`config.mk`:
```
export PLATFORM = sky130hd
export DESIGN_NAME = link_sequence_monitor_flat
export DESIGN_NICKNAME = d
export VERILOG_FILES = /design/src/sv/lsm_pkg.sv /design/src/sv/lsm_if.sv /design/src/sv/link_sequence_monitor.sv /design/src/sv/lsm_regs.sv /design/src/sv/lsm_core.sv /design/src/flat_wrapper.sv
export SDC_FILE = /design/constraint.sdc
export NUM_CORES = 1
export LEC_CHECK = 0
export BUFFER_PORTS_ARGS = -buffer_cell sky130_fd_sc_hd__clkbuf_2
export CAP_MARGIN = 10
export CORE_ASPECT_RATIO = 1.75
export CORE_UTILIZATION = 45
export CTS_BUF_LIST = sky130_fd_sc_hd__clkbuf_8
export CTS_CLUSTER_SIZE = 10
export DETAILED_ROUTE_END_ITERATION = 7
export SYNTH_ARGS = -nofsm -noshare
export SYNTH_HDL_FRONTEND = slang
export SYNTH_SLANG_ARGS = --single-unit
```
`constraint.sdc`:
```
create_clock -name clk -period 19.3 [get_ports clk]
set_input_delay 0.965 -clock clk [delete_from_list [all_inputs] [get_ports clk]]
set_output_delay 0.965 -clock clk [all_outputs]
set_load 0.1 [all_outputs]
```
`src/sv/lsm_pkg.sv`:
```
package lsm_pkg;

	// Field widths of the channels and the configuration port
	localparam int KIND_W = 2;
	localparam int BYTE_W = 8;
	localparam int WORD_W = 32;
	localparam int ADDR_W = 4;

	localparam int DEF_SEQ_BITS = 32;
	localparam int DEF_TIME_BITS = 32;

	// Register values after reset
	localparam logic [BYTE_W-1:0] RST_VERSION = 8'd1;
	localparam logic [BYTE_W-1:0] RST_LENGTH = 8'd32;
	localparam logic [WORD_W-1:0] RST_TIMEOUT = 32'd1000;
	localparam logic [WORD_W-1:0] RST_INTERVAL = 32'd1000;

	typedef enum logic [KIND_W-1:0] {
		KIND_RX,
		KIND_SEND,
		KIND_TICK,
		KIND_BEACON
	} kind_t;

	typedef enum logic [ADDR_W-3:0] {
		REG_VERSION,
		REG_LENGTH,
		REG_TIMEOUT,
		REG_INTERVAL
	} reg_idx_t;

	typedef struct packed {
		logic [BYTE_W-1:0] expected_version;
		logic [BYTE_W-1:0] expected_length;
		logic [WORD_W-1:0] link_timeout;
		logic [WORD_W-1:0] beacon_interval;
	} cfg_t;

	typedef struct packed {
		logic [KIND_W-1:0] kind;
		logic [BYTE_W-1:0] frame_length;
		logic [BYTE_W-1:0] frame_version;
		logic [WORD_W-1:0] frame_sequence;
	} item_t;

	typedef struct packed {
		logic              accepted;
		logic              relay;
		logic [WORD_W-1:0] relay_sequence;
		logic              beacon_sent;
		logic [WORD_W-1:0] beacon_sequence;
		logic [WORD_W-1:0] beacon_time;
		logic              link_active;
		logic [WORD_W-1:0] missed_total;
		logic [WORD_W-1:0] drop_total;
		logic [WORD_W-1:0] good_total;
	} result_t;

endpackage

```
`src/sv/lsm_if.sv`:
```
interface lsm_item_if;
	logic                        valid;
	logic                        ready;
	logic [lsm_pkg::KIND_W-1:0]  kind;
	logic [lsm_pkg::BYTE_W-1:0]  frame_length;
	logic [lsm_pkg::BYTE_W-1:0]  frame_version;
	logic [lsm_pkg::WORD_W-1:0]  frame_sequence;

	modport source (
		output valid, kind, frame_length, frame_version, frame_sequence,
		input  ready
	);
	modport sink (
		input  valid, kind, frame_length, frame_version, frame_sequence,
		output ready
	);
endinterface

interface lsm_result_if;
	logic                        valid;
	logic                        ready;
	logic                        accepted;
	logic                        relay;
	logic [lsm_pkg::WORD_W-1:0]  relay_sequence;
	logic                        beacon_sent;
	logic [lsm_pkg::WORD_W-1:0]  beacon_sequence;
	logic [lsm_pkg::WORD_W-1:0]  beacon_time;
	logic                        link_active;
	logic [lsm_pkg::WORD_W-1:0]  missed_total;
	logic [lsm_pkg::WORD_W-1:0]  drop_total;
	logic [lsm_pkg::WORD_W-1:0]  good_total;

	modport source (
		output valid, accepted, relay, relay_sequence, beacon_sent, beacon_sequence,
		       beacon_time, link_active, missed_total, drop_total, good_total,
		input  ready
	);
	modport sink (
		input  valid, accepted, relay, relay_sequence, beacon_sent, beacon_sequence,
		       beacon_time, link_active, missed_total, drop_total, good_total,
		output ready
	);
endinterface

```
`src/sv/link_sequence_monitor.sv`:
```
// Link sequence monitor.
//
// Events arrive on the item channel (valid/ready): a received frame, a local
// send, a millisecond tick or a beacon request. Each event yields exactly one
// request on the result channel, carrying the acceptance and relay decision,
// any granted beacon, the link activity flag and the running counters.
//
// An accepted event is registered, then evaluated against the monitor state
// once the output register is free or being emptied; its result is written there.
// While the receiver keeps up, one event per cycle is sustained; the single
// state update per cycle in the evaluation stage sets that rate.
// When the receiver stalls, the result waits in the output register and one
// further event may wait in the input register; after that ready drops.
//
// Reset clears all counters, times and sequences and loads the registers
// with their defaults (version 1, length 32, timeout and interval 1000).
// The APB registers are meant to be written only while no event is in flight.
module link_sequence_monitor #(
	parameter int SEQ_BITS = lsm_pkg::DEF_SEQ_BITS,
	parameter int TIME_BITS = lsm_pkg::DEF_TIME_BITS
) (
	input  logic                        clk,
	input  logic                        arst_n,
	lsm_item_if.sink                    item,
	lsm_result_if.source                result,
	input  logic                        psel,
	input  logic                        penable,
	input  logic                        pwrite,
	input  logic [lsm_pkg::ADDR_W-1:0]  paddr,
	input  logic [lsm_pkg::WORD_W-1:0]  pwdata,
	output logic [lsm_pkg::WORD_W-1:0]  prdata,
	output logic                        pready
);

	lsm_pkg::cfg_t    cfg;
	lsm_pkg::item_t   item_s1;
	logic             valid_s1;
	lsm_pkg::result_t res_d;
	lsm_pkg::result_t res_q;
	logic             res_valid_q;
	logic             advance;
	logic             take;

	assign pready = 1'b1;

	lsm_regs u_regs (
		.clk     (clk),
		.arst_n  (arst_n),
		.psel    (psel),
		.penable (penable),
		.pwrite  (pwrite),
		.paddr   (paddr),
		.pwdata  (pwdata),
		.prdata  (prdata),
		.cfg     (cfg)
	);

	// The evaluation stage moves on whenever the output register is free or being emptied.
	assign advance = valid_s1 && (!res_valid_q || result.ready);
	assign item.ready = !valid_s1 || advance;
	assign take = item.valid && item.ready;

	always_ff @(posedge clk or negedge arst_n) begin
		if (!arst_n) begin
			valid_s1 <= 1'b0;
		end else if (take) begin
			valid_s1 <= 1'b1;
		end else if (advance) begin
			valid_s1 <= 1'b0;
		end
	end

	always_ff @(posedge clk) begin
		if (take) begin
			item_s1.kind <= item.kind;
			item_s1.frame_length <= item.frame_length;
			item_s1.frame_version <= item.frame_version;
			item_s1.frame_sequence <= item.frame_sequence;
		end
	end

	lsm_core #(
		.SEQ_BITS  (SEQ_BITS),
		.TIME_BITS (TIME_BITS)
	) u_core (
		.clk    (clk),
		.arst_n (arst_n),
		.fire   (advance),
		.item   (item_s1),
		.cfg    (cfg),
		.res    (res_d)
	);

	always_ff @(posedge clk or negedge arst_n) begin
		if (!arst_n) begin
			res_valid_q <= 1'b0;
		end else if (advance) begin
			res_valid_q <= 1'b1;
		end else if (result.ready) begin
			res_valid_q <= 1'b0;
		end
	end

	always_ff @(posedge clk) begin
		if (advance) begin
			res_q <= res_d;
		end
	end

	assign result.valid = res_valid_q;
	assign result.accepted = res_q.accepted;
	assign result.relay = res_q.relay;
	assign result.relay_sequence = res_q.relay_sequence;
	assign result.beacon_sent = res_q.beacon_sent;
	assign result.beacon_sequence = res_q.beacon_sequence;
	assign result.beacon_time = res_q.beacon_time;
	assign result.link_active = res_q.link_active;
	assign result.missed_total = res_q.missed_total;
	assign result.drop_total = res_q.drop_total;
	assign result.good_total = res_q.good_total;

	// A relay decision is only ever made for a frame that passed the checks.
	a_relay_needs_accept: assert property (@(posedge clk) disable iff (!arst_n)
		result.valid |-> (!result.relay || result.accepted))
		else $error("relay flagged on a frame that was not accepted");

	// A beacon grant and a frame acceptance come from different event kinds.
	a_beacon_not_frame: assert property (@(posedge clk) disable iff (!arst_n)
		result.valid && result.beacon_sent |-> !result.accepted)
		else $error("beacon granted together with an accepted frame");

	// With both stages full and the receiver stalled, no further event is taken.
	a_full_blocks_input: assert property (@(posedge clk) disable iff (!arst_n)
		valid_s1 && res_valid_q && !result.ready |-> !item.ready)
		else $error("event taken while both stages are full");

	// An evaluated event always leaves a request in the output register.
	a_advance_fills_output: assert property (@(posedge clk) disable iff (!arst_n)
		advance |=> res_valid_q)
		else $error("evaluated event produced no result request");

endmodule

```
`src/sv/lsm_regs.sv`:
```
module lsm_regs (
	input  logic                        clk,
	input  logic                        arst_n,
	input  logic                        psel,
	input  logic                        penable,
	input  logic                        pwrite,
	input  logic [lsm_pkg::ADDR_W-1:0]  paddr,
	input  logic [lsm_pkg::WORD_W-1:0]  pwdata,
	output logic [lsm_pkg::WORD_W-1:0]  prdata,
	output lsm_pkg::cfg_t               cfg
);

	lsm_pkg::cfg_t     cfg_q;
	lsm_pkg::reg_idx_t idx;
	logic              wr_en;

	assign idx = lsm_pkg::reg_idx_t'(paddr[lsm_pkg::ADDR_W-1:2]);
	assign wr_en = psel && penable && pwrite;

	always_ff @(posedge clk or negedge arst_n) begin
		if (!arst_n) begin
			cfg_q.expected_version <= lsm_pkg::RST_VERSION;
			cfg_q.expected_length <= lsm_pkg::RST_LENGTH;
			cfg_q.link_timeout <= lsm_pkg::RST_TIMEOUT;
			cfg_q.beacon_interval <= lsm_pkg::RST_INTERVAL;
		end else if (wr_en) begin
			case (idx)
				lsm_pkg::REG_VERSION: begin
					cfg_q.expected_version <= pwdata[lsm_pkg::BYTE_W-1:0];
				end
				lsm_pkg::REG_LENGTH: begin
					cfg_q.expected_length <= pwdata[lsm_pkg::BYTE_W-1:0];
				end
				lsm_pkg::REG_TIMEOUT: begin
					cfg_q.link_timeout <= pwdata;
				end
				default: begin
					cfg_q.beacon_interval <= pwdata;
				end
			endcase
		end
	end

	always_comb begin
		case (idx)
			lsm_pkg::REG_VERSION: prdata = lsm_pkg::WORD_W'(cfg_q.expected_version);
			lsm_pkg::REG_LENGTH:  prdata = lsm_pkg::WORD_W'(cfg_q.expected_length);
			lsm_pkg::REG_TIMEOUT: prdata = cfg_q.link_timeout;
			default:              prdata = cfg_q.beacon_interval;
		endcase
	end

	assign cfg = cfg_q;

endmodule

```
`src/sv/lsm_core.sv`:
```
module lsm_core #(
	parameter int SEQ_BITS = lsm_pkg::DEF_SEQ_BITS,
	parameter int TIME_BITS = lsm_pkg::DEF_TIME_BITS
) (
	input  logic             clk,
	input  logic             arst_n,
	input  logic             fire,
	input  lsm_pkg::item_t   item,
	input  lsm_pkg::cfg_t    cfg,
	output lsm_pkg::result_t res
);

	localparam int CNT_W = lsm_pkg::WORD_W;
	// Ages and limits are compared at the wider of the time width and the register width.
	localparam int CMP_BITS = (TIME_BITS > CNT_W) ? TIME_BITS : CNT_W;

	logic [TIME_BITS-1:0] time_now_q, time_now_d;
	logic [TIME_BITS-1:0] last_valid_time_q, last_valid_time_d;
	logic [TIME_BITS-1:0] last_beacon_time_q, last_beacon_time_d;
	logic                 seen_any_q, seen_any_d;
	logic [SEQ_BITS-1:0]  last_rx_seq_q, last_rx_seq_d;
	logic [SEQ_BITS-1:0]  last_sent_seq_q, last_sent_seq_d;
	logic [SEQ_BITS-1:0]  last_relayed_seq_q, last_relayed_seq_d;
	logic [SEQ_BITS-1:0]  beacon_counter_q, beacon_counter_d;
	logic [CNT_W-1:0]     missed_q, missed_d;
	logic [CNT_W-1:0]     drop_q, drop_d;
	logic [CNT_W-1:0]     good_q, good_d;

	logic [SEQ_BITS-1:0]  seq;
	logic [SEQ_BITS-1:0]  gap;
	logic [TIME_BITS-1:0] beacon_age;
	logic [TIME_BITS-1:0] link_age;
	logic                 beacon_ok;
	lsm_pkg::kind_t       kind;

	assign kind = lsm_pkg::kind_t'(item.kind);
	assign seq = SEQ_BITS'(item.frame_sequence);
	assign gap = seq - last_rx_seq_q;
	assign beacon_age = time_now_q - last_beacon_time_q;
	assign beacon_ok = CMP_BITS'(beacon_age) >= CMP_BITS'(cfg.beacon_interval);

	always_comb begin
		time_now_d = time_now_q;
		last_valid_time_d = last_valid_time_q;
		last_beacon_time_d = last_beacon_time_q;
		seen_any_d = seen_any_q;
		last_rx_seq_d = last_rx_seq_q;
		last_sent_seq_d = last_sent_seq_q;
		last_relayed_seq_d = last_relayed_seq_q;
		beacon_counter_d = beacon_counter_q;
		missed_d = missed_q;
		drop_d = drop_q;
		good_d = good_q;
		res = '0;

		case (kind)
			lsm_pkg::KIND_RX: begin
				if (item.frame_length != cfg.expected_length ||
				    item.frame_version != cfg.expected_version) begin
					drop_d = drop_q + CNT_W'(1);
				end else begin
					res.accepted = 1'b1;
					// A gap of one is the next frame in order; nothing counts before the first frame.
					if (seen_any_q && gap > SEQ_BITS'(1)) begin
						missed_d = missed_q + CNT_W'(gap - SEQ_BITS'(1));
					end
					last_rx_seq_d = seq;
					seen_any_d = 1'b1;
					last_valid_time_d = time_now_q;
					good_d = good_q + CNT_W'(1);
					if (seq != '0 && seq != last_sent_seq_q && seq != last_relayed_seq_q) begin
						res.relay = 1'b1;
						res.relay_sequence = CNT_W'(seq);
						last_relayed_seq_d = seq;
						last_sent_seq_d = seq;
					end
				end
			end
			lsm_pkg::KIND_SEND: begin
				last_sent_seq_d = seq;
			end
			lsm_pkg::KIND_TICK: begin
				time_now_d = time_now_q + TIME_BITS'(1);
			end
			default: begin
				if (beacon_ok) begin
					beacon_counter_d = beacon_counter_q + SEQ_BITS'(1);
					last_beacon_time_d = time_now_q;
					res.beacon_sent = 1'b1;
					res.beacon_sequence = CNT_W'(beacon_counter_d);
					res.beacon_time = CNT_W'(time_now_q);
				end
			end
		endcase

		res.missed_total = missed_d;
		res.drop_total = drop_d;
		res.good_total = good_d;

		// Link activity is judged on the state as it stands after this event.
		link_age = time_now_d - last_valid_time_d;
		res.link_active = seen_any_d &&
			(CMP_BITS'(link_age) <= CMP_BITS'(cfg.link_timeout));
	end

	always_ff @(posedge clk or negedge arst_n) begin
		if (!arst_n) begin
			time_now_q <= '0;
			last_valid_time_q <= '0;
			last_beacon_time_q <= '0;
			seen_any_q <= 1'b0;
			last_rx_seq_q <= '0;
			last_sent_seq_q <= '0;
			last_relayed_seq_q <= '0;
			beacon_counter_q <= '0;
			missed_q <= '0;
			drop_q <= '0;
			good_q <= '0;
		end else if (fire) begin
			time_now_q <= time_now_d;
			last_valid_time_q <= last_valid_time_d;
			last_beacon_time_q <= last_beacon_time_d;
			seen_any_q <= seen_any_d;
			last_rx_seq_q <= last_rx_seq_d;
			last_sent_seq_q <= last_sent_seq_d;
			last_relayed_seq_q <= last_relayed_seq_d;
			beacon_counter_q <= beacon_counter_d;
			missed_q <= missed_d;
			drop_q <= drop_d;
			good_q <= good_d;
		end
	end

endmodule
```
`src/flat_wrapper.sv`:
```
// flat-port wrapper written by rule: the top's interface ports become plain ports
module link_sequence_monitor_flat 
#(
	parameter int SEQ_BITS = lsm_pkg::DEF_SEQ_BITS,
	parameter int TIME_BITS = lsm_pkg::DEF_TIME_BITS
)
  (clk, arst_n, psel, penable, pwrite, paddr, pwdata, prdata, pready, item_valid, item_kind, item_frame_length, item_frame_version, item_frame_sequence, item_ready, result_valid, result_accepted, result_relay, result_relay_sequence, result_beacon_sent, result_beacon_sequence, result_beacon_time, result_link_active, result_missed_total, result_drop_total, result_good_total, result_ready);
  lsm_item_if item_i ();
  lsm_result_if result_i ();
  input  logic clk;
  input  logic arst_n;
  input  logic psel;
  input  logic penable;
  input  logic pwrite;
  input  logic [lsm_pkg::ADDR_W-1:0] paddr;
  input  logic [lsm_pkg::WORD_W-1:0] pwdata;
  output logic [lsm_pkg::WORD_W-1:0] prdata;
  output logic pready;
  input wire logic [$bits(item_i.valid)-1:0] item_valid;
  input wire logic [$bits(item_i.kind)-1:0] item_kind;
  input wire logic [$bits(item_i.frame_length)-1:0] item_frame_length;
  input wire logic [$bits(item_i.frame_version)-1:0] item_frame_version;
  input wire logic [$bits(item_i.frame_sequence)-1:0] item_frame_sequence;
  output wire logic [$bits(item_i.ready)-1:0] item_ready;
  output wire logic [$bits(result_i.valid)-1:0] result_valid;
  output wire logic [$bits(result_i.accepted)-1:0] result_accepted;
  output wire logic [$bits(result_i.relay)-1:0] result_relay;
  output wire logic [$bits(result_i.relay_sequence)-1:0] result_relay_sequence;
  output wire logic [$bits(result_i.beacon_sent)-1:0] result_beacon_sent;
  output wire logic [$bits(result_i.beacon_sequence)-1:0] result_beacon_sequence;
  output wire logic [$bits(result_i.beacon_time)-1:0] result_beacon_time;
  output wire logic [$bits(result_i.link_active)-1:0] result_link_active;
  output wire logic [$bits(result_i.missed_total)-1:0] result_missed_total;
  output wire logic [$bits(result_i.drop_total)-1:0] result_drop_total;
  output wire logic [$bits(result_i.good_total)-1:0] result_good_total;
  input wire logic [$bits(result_i.ready)-1:0] result_ready;
  assign item_i.valid = item_valid;
  assign item_i.kind = item_kind;
  assign item_i.frame_length = item_frame_length;
  assign item_i.frame_version = item_frame_version;
  assign item_i.frame_sequence = item_frame_sequence;
  assign item_ready = item_i.ready;
  assign result_valid = result_i.valid;
  assign result_accepted = result_i.accepted;
  assign result_relay = result_i.relay;
  assign result_relay_sequence = result_i.relay_sequence;
  assign result_beacon_sent = result_i.beacon_sent;
  assign result_beacon_sequence = result_i.beacon_sequence;
  assign result_beacon_time = result_i.beacon_time;
  assign result_link_active = result_i.link_active;
  assign result_missed_total = result_i.missed_total;
  assign result_drop_total = result_i.drop_total;
  assign result_good_total = result_i.good_total;
  assign result_i.ready = result_ready;
  link_sequence_monitor #(.SEQ_BITS(SEQ_BITS), .TIME_BITS(TIME_BITS)) u_core (.clk(clk), .arst_n(arst_n), .item(item_i), .result(result_i), .psel(psel), .penable(penable), .pwrite(pwrite), .paddr(paddr), .pwdata(pwdata), .prdata(prdata), .pready(pready));
endmodule
```
### Word-level counts from Yosys, hierarchy flattened

Cells that the tools add are included.
Widths: inputs -> output; s select.

| word-level totals | value |
|---|---|
| flip-flop bits (word level) | 649 |
| input port bits | 93 |
| output and inout bits | 231 |
| logic and storage cells | 114 |

| cells by class | value |
|---|---|
| add/sub/neg operators | 9 |
| magnitude comparators | 3 |
| equality and inequality tests | 10 |
| mux-type cells | 23 |
| bitwise logic cells | 6 |
| reduce and logical (&&, ||, !) cells | 32 |

Operator list:

| operator | number |
|---|---|
| $mux 32 | 12 |
| $add 32x1->32 const B | 4 |
| $pmux 32 s3 | 1 |
| $sub 32x32->32 | 3 |
| $mux 65 | 1 |
| $ne 32x32->1 | 2 |
| $pmux 32 s2 | 1 |
| $mux 34 | 1 |
| $mux 33 | 1 |
| $add 32x32->32 | 1 |
| $ge 32x32->1 | 1 |
| $gt 32x1->1 const B | 1 |
| $le 32x32->1 | 1 |
| $reduce_bool 32->1 | 1 |
| $sub 32x1->32 const B | 1 |
| $ne 8x8->1 | 2 |
| $reduce_or 3->1 | 3 |
| $logic_and 1x1->1 | 8 |
| $reduce_and 2->1 | 4 |
| $reduce_and 4->1 | 2 |
| $mux 1 | 6 |
| $not 1->1 | 6 |
| $reduce_and 3->1 | 2 |
| $reduce_bool 2->1 | 3 |
| other kinds (8) | 15 |

### Longest topological paths before layout

| logic depth | value |
|---|---|
| word-level depth | 7 |
| depth in mapped cells | 35 |
| mapped depth without buffers | 32 |

### Hierarchy

A second synthesis with hierarchy kept.

| second synthesis, totals | value |
|---|---|
| cells, all modules | 3,333 |
| area total of the unflattened synthesis | 37,428.4 sq um |

Modules (own cells, without submodules):

| module | times used | cells each | area each (sq um) |
|---|---|---|---|
| lsm_core | 1 | 2,841 | 26,161.3 |
| link_sequence_monitor | 1 | 256 | 7,502.2 |
| lsm_regs | 1 | 236 | 3,764.9 |

### Worst setup path after synthesis

OpenSTA, ideal clock, no wires.

| timing path | value |
|---|---|
| path kind | input-to-reg |
| start point | input result_ready |
| end point | register u_core.u_core.time_now_q[13] |
| library setup time | 107 ps |
| arrival time | 7,708 ps |
| required time | 19,193 ps |
| path slack | 11,485 ps |
| stages | 7 |
| path buffers | 2 |
| path through | nand2b_1 nand2_1 inv_2 clkbuf_1 buf_1 nand2_1 xnor2_1 |

| on the way | value |
|---|---|
| word-level cells in the longest chain between the ends | 2 |

Ends and longest elaborated chain:

| element | RTL line | source |
|---|---|---|
| from (decl) | flat_wrapper.sv:36 | `input wire logic [$bits(result_i.ready)-1:0] result_ready;` |
| $logic_or 1x1->1 | link_sequence_monitor.sv:59 | `assign advance = valid_s1 && (!res_valid_q \|\| result.ready);` |
| $logic_and 1x1->1 | link_sequence_monitor.sv:59 |  |
| named net u_core.advance | link_sequence_monitor.sv:41 | `logic advance;` |
| to (signal assigned) | lsm_core.sv:120 | `time_now_q <= time_now_d;` |
| to (decl) | lsm_core.sv:17 | `logic [TIME_BITS-1:0] time_now_q, time_now_d;` |

The timed path passes the listed nets, and every way through them passes these cells.
A chain may end at the register's enable or synchronous reset.

==> summary.txt <==
Clock network
  – CTS resizes: 0
  – # hold bufs at CTS: 0
  – CTS buffer count: 99
  – CTS tree: yes
  – Clk pin slew, worst setup/hold paths: 60 ps
  – Worst skew pair latency: 790 ps
  – Post-CTS Setup Repair Bufs: 0
  – CTS Buffer Depth: 3
  – H-Tree Depth: 3
  – Root buffer cell: clkbuf_8
  – Sink Count: 649

Timing
  – Fin Clk Skew: 40.5 ps
  – Setup-failing EPs final: 0
  – Worst Tran Pin Value: 1040 ps
  – RSZ-0062 raised after global routing: no
  – Tcrit/Tclk final: 0.411
  – Final Max Tran Viols: 0
  – Fmax: 126 MHz
  – Final hold vios: 0
  – Post-route setup slack: 11370 ps
  – Worst slew margin: 0.304
  – Setup TNS: 0 ps
  – Min Tclk post-route: 7930 ps

Synthesis
  – Number of synthesized flops with an enable pin: 246
  – Sequential element share of the synthesized area: 0.474
  – Synth warnings: 0
  – Most common flop cell mapped by yosys: dfrtp_1
  – Syn nets: 3762
  – Synthesized area: 36900 um^2
  – Synth Instances: 3443
  – Seq cells post-synth: 649
  – Synth cell types: 86
  – Syn_area_per_cell: 10.7 um^2
  – Ys async rst share: 0.621

Critical path
  – Worst Path Class, Setup: reg -> reg
  – Crit start category: register
  – CP Data Required Time: 19870 ps
  – Worst Reg2Reg Path Length in Cells: 28
  – Slowest cell on crit path: dfstp_2
  – CP Capture Type: register
  – Max FO, Critical Path: 44
  – Crit. Startpoint: u_core.u_regs.cfg[72]
  – Worst Path Arrival: 8500 ps
  – RR Startpoint: u_core.u_regs.cfg[72]
  – Crit path largest cell delay: 550 ps

Final layout
  – Nets@finish: 4049
  – Max reg flops: 80
  – Util after Layout: 0.510
  – Filler instances: 7419
  – Layout Cell Area excl Fill: 41300 um^2
  – Ratio of cells with drive above 1 in the final layout: 0.201
  – Multi-input gate area: 17700 um^2
  – Reg area: 17500 um^2
  – Area Overhead vs Synth: 12.0%

GRT
  – First-pass GRT wire length: 144000 um
  – GRT overflow: 0
  – GRT Util Overall: 0.227
  – Initial antenna violation count: 8
  – M3 GR Usage: 0.0402
  – Global routing usage on met2: 0.420
  – Largest net degree at the start of global routing: 144
  – GRT Max-Usage Layer: met2
  – Vias in the first global route: 25800
  – Met1 usage: 0.252

Job
  – Max Cap Viol: 0

Placed design
  – Worst slack, placed: 11360 ps
  – Post-place instance area: 39300 um^2
  – Dpl hpwl: 68200 um
  – Port bufs: 320
  – Routability congestion estimate from global placement: 0.871

Pwr
  – Pwr/cell area: 110 nW/um^2
  – Leak: 19.5 nW
  – Peak supply drop: 0.0786 mV

Routing
  – Routed Antenna Nets: 0
  – Routed len/inst: 19.2 um
  – # DRC: 0
  – Iter 0 DRT Violations: 1354
  – Via density per instance: 5.23
  – Routed wire length: 93500 um
  – Total number of vias: 25500
  – Pre-Repair DR Iteration Count: 7

Floorplanning
  – Die area: 83100 um^2
  – Core Rows: 138
  – Die Ht: 381 um
  – I/O Pins: 324
  – Initial core utilization: 0.455
  – Die X: 218 um
  – Core area: 81000 um^2

Worst hold path
  – HP Class: in -> async

Status
  – Status: finished, final reports clean
[worst max-delay path, delay by kind of cell, from the launching register on]
| family | cells | cell delay (ps) |
|---|---|---|
| compound gates | 13 | 3200 |
| xor+xnor | 2 | 240 |
| fa+ha+maj | 3 | 900 |
| buf+inv | 2 | 430 |
| flops | 1 | 550 |
| simple gates | 8 | 2380 |
[per-layer routing]
| metal | part of all wire | routed length (um) | vias up |
|---|---|---|---|
| met5 | 0.00045 | 42 | - |
| met4 | 0.031 | 2920 | 8 |
| met3 | 0.048 | 4470 | 168 |
| met2 | 0.53 | 49900 | 602 |
| met1 | 0.39 | 36100 | 12300 |
| li1 | - | - | 12400 |
[power by group]
part	leakage, nW	internal [mW]	total, mW	switching [mW]
combinational	10.7	0.638	1.69	1.06
clock	1.17	0.612	1.18	0.572
sequential	7.62	1.56	1.65	0.0919
[cells in the mapped netlist, types with 8 or more instances]
master | number | share of area
buf_4 | 8 | 0.0016
mux2_2 | 148 | 0.045
a211oi_1 | 13 | 0.0026
or3_1 | 8 | 0.0014
a21o_1 | 57 | 0.012
edfxtp_1 | 246 | 0.20
a31oi_1 | 14 | 0.0024
nand2_1 | 321 | 0.033
or2_2 | 15 | 0.0025
nand4_1 | 57 | 0.0097
a21oi_1 | 127 | 0.017
dfstp_2 | 14 | 0.010
buf_2 | 28 | 0.0038
and3_1 | 38 | 0.0064
nand2b_1 | 31 | 0.0053
xnor2_1 | 243 | 0.058
mux2_4 | 56 | 0.023
o211ai_1 | 9 | 0.0018
xor2_1 | 198 | 0.047
o21a_1 | 20 | 0.0041
mux2i_1 | 59 | 0.016
o21ai_0 | 137 | 0.019
nand3_1 | 93 | 0.013
nor2b_1 | 48 | 0.0081
and2_1 | 74 | 0.013
mux4_2 | 8 | 0.0049
inv_1 | 257 | 0.026
buf_1 | 20 | 0.0020
nor3_1 | 40 | 0.0054
clkbuf_1 | 95 | 0.0097
nor2_1 | 194 | 0.020
dfrtp_1 | 389 | 0.26
o21bai_1 | 15 | 0.0031
nor4_1 | 28 | 0.0048
a221oi_1 | 8 | 0.0019
ha_1 | 222 | 0.075
[path summary, 6_finish.rpt]
kind | to | slack (ps)
max reg2reg | u_core.result.link_active | 11370
max | u_core.result.link_active | 11370
min | u_core.u_core.missed_q[16] | 180
min in group clk | u_core.item_s1[4] | 350
max in group asynchronous | u_core.u_core.last_sent_seq_q[12] | 17130
min reg2reg | u_core.u_core.last_valid_time_q[7] | 470
[stage by stage]
stage | cells | hold slack (ps) | power (mW)
after floorplan | 3443 | 446 | 2.98
after global placement | 4679 | 458 | 3.36
after detailed placement | 4679 | 463 | 3.38
after CTS | 4865 | 146 | 4.59
after global routing | 4867 | 189 | 4.83
final | 4868 | 179 | 4.53
[final cells by class]
type / instances / share of cell area
Antenna cell: 3 / 0.000182
Clock buffer: 111 / 0.0370
Clock inverter: 75 / 0.0122
Inverter: 258 / 0.0236
Multi-Input combinational cell: 2374 / 0.427
Sequential cell: 649 / 0.423
Tap cell: 1050 / 0.0318
Timing Repair Buffer: 348 / 0.0444
[layout by cell type, fill, tap and decap left out, types with 20 or more instances in the layout]
cell type and count:
a21o_1 57, a21oi_1 127, and2_1 73, and3_1 38, buf_4 27, clkbuf_2 319, clkbuf_8 111, dfrtp_1 389
edfxtp_1 246, ha_1 222, inv_1 292, mux2_2 148, mux2_4 56, mux2i_1 59, nand2_1 320, nand2b_1 31
nand3_1 93, nand4_1 57, nor2_1 191, nor2b_1 48, nor3_1 39, nor4_1 28, o21a_1 20, o21ai_0 137
xnor2_1 243, xor2_1 198
[logic make-up (layout without fill, tap and decap cells)]
group | after synthesis | count (layout) | synth area share
AO/OA/AOI/OAI | 453 | 453 | 0.0766
XOR/XNOR | 442 | 442 | 0.106
adder cells (fa/ha/maj) | 226 | 226 | 0.0775
buffers and inverters | 420 | 792 | 0.0477
flip-flops | 649 | 649 | 0.474
multiplexers | 271 | 271 | 0.0889
other | 1 | 4 | 0.000102
AND/OR/NAND/NOR | 981 | 981 | 0.129
Note: power is estimated with default switching activity, not from simulation.
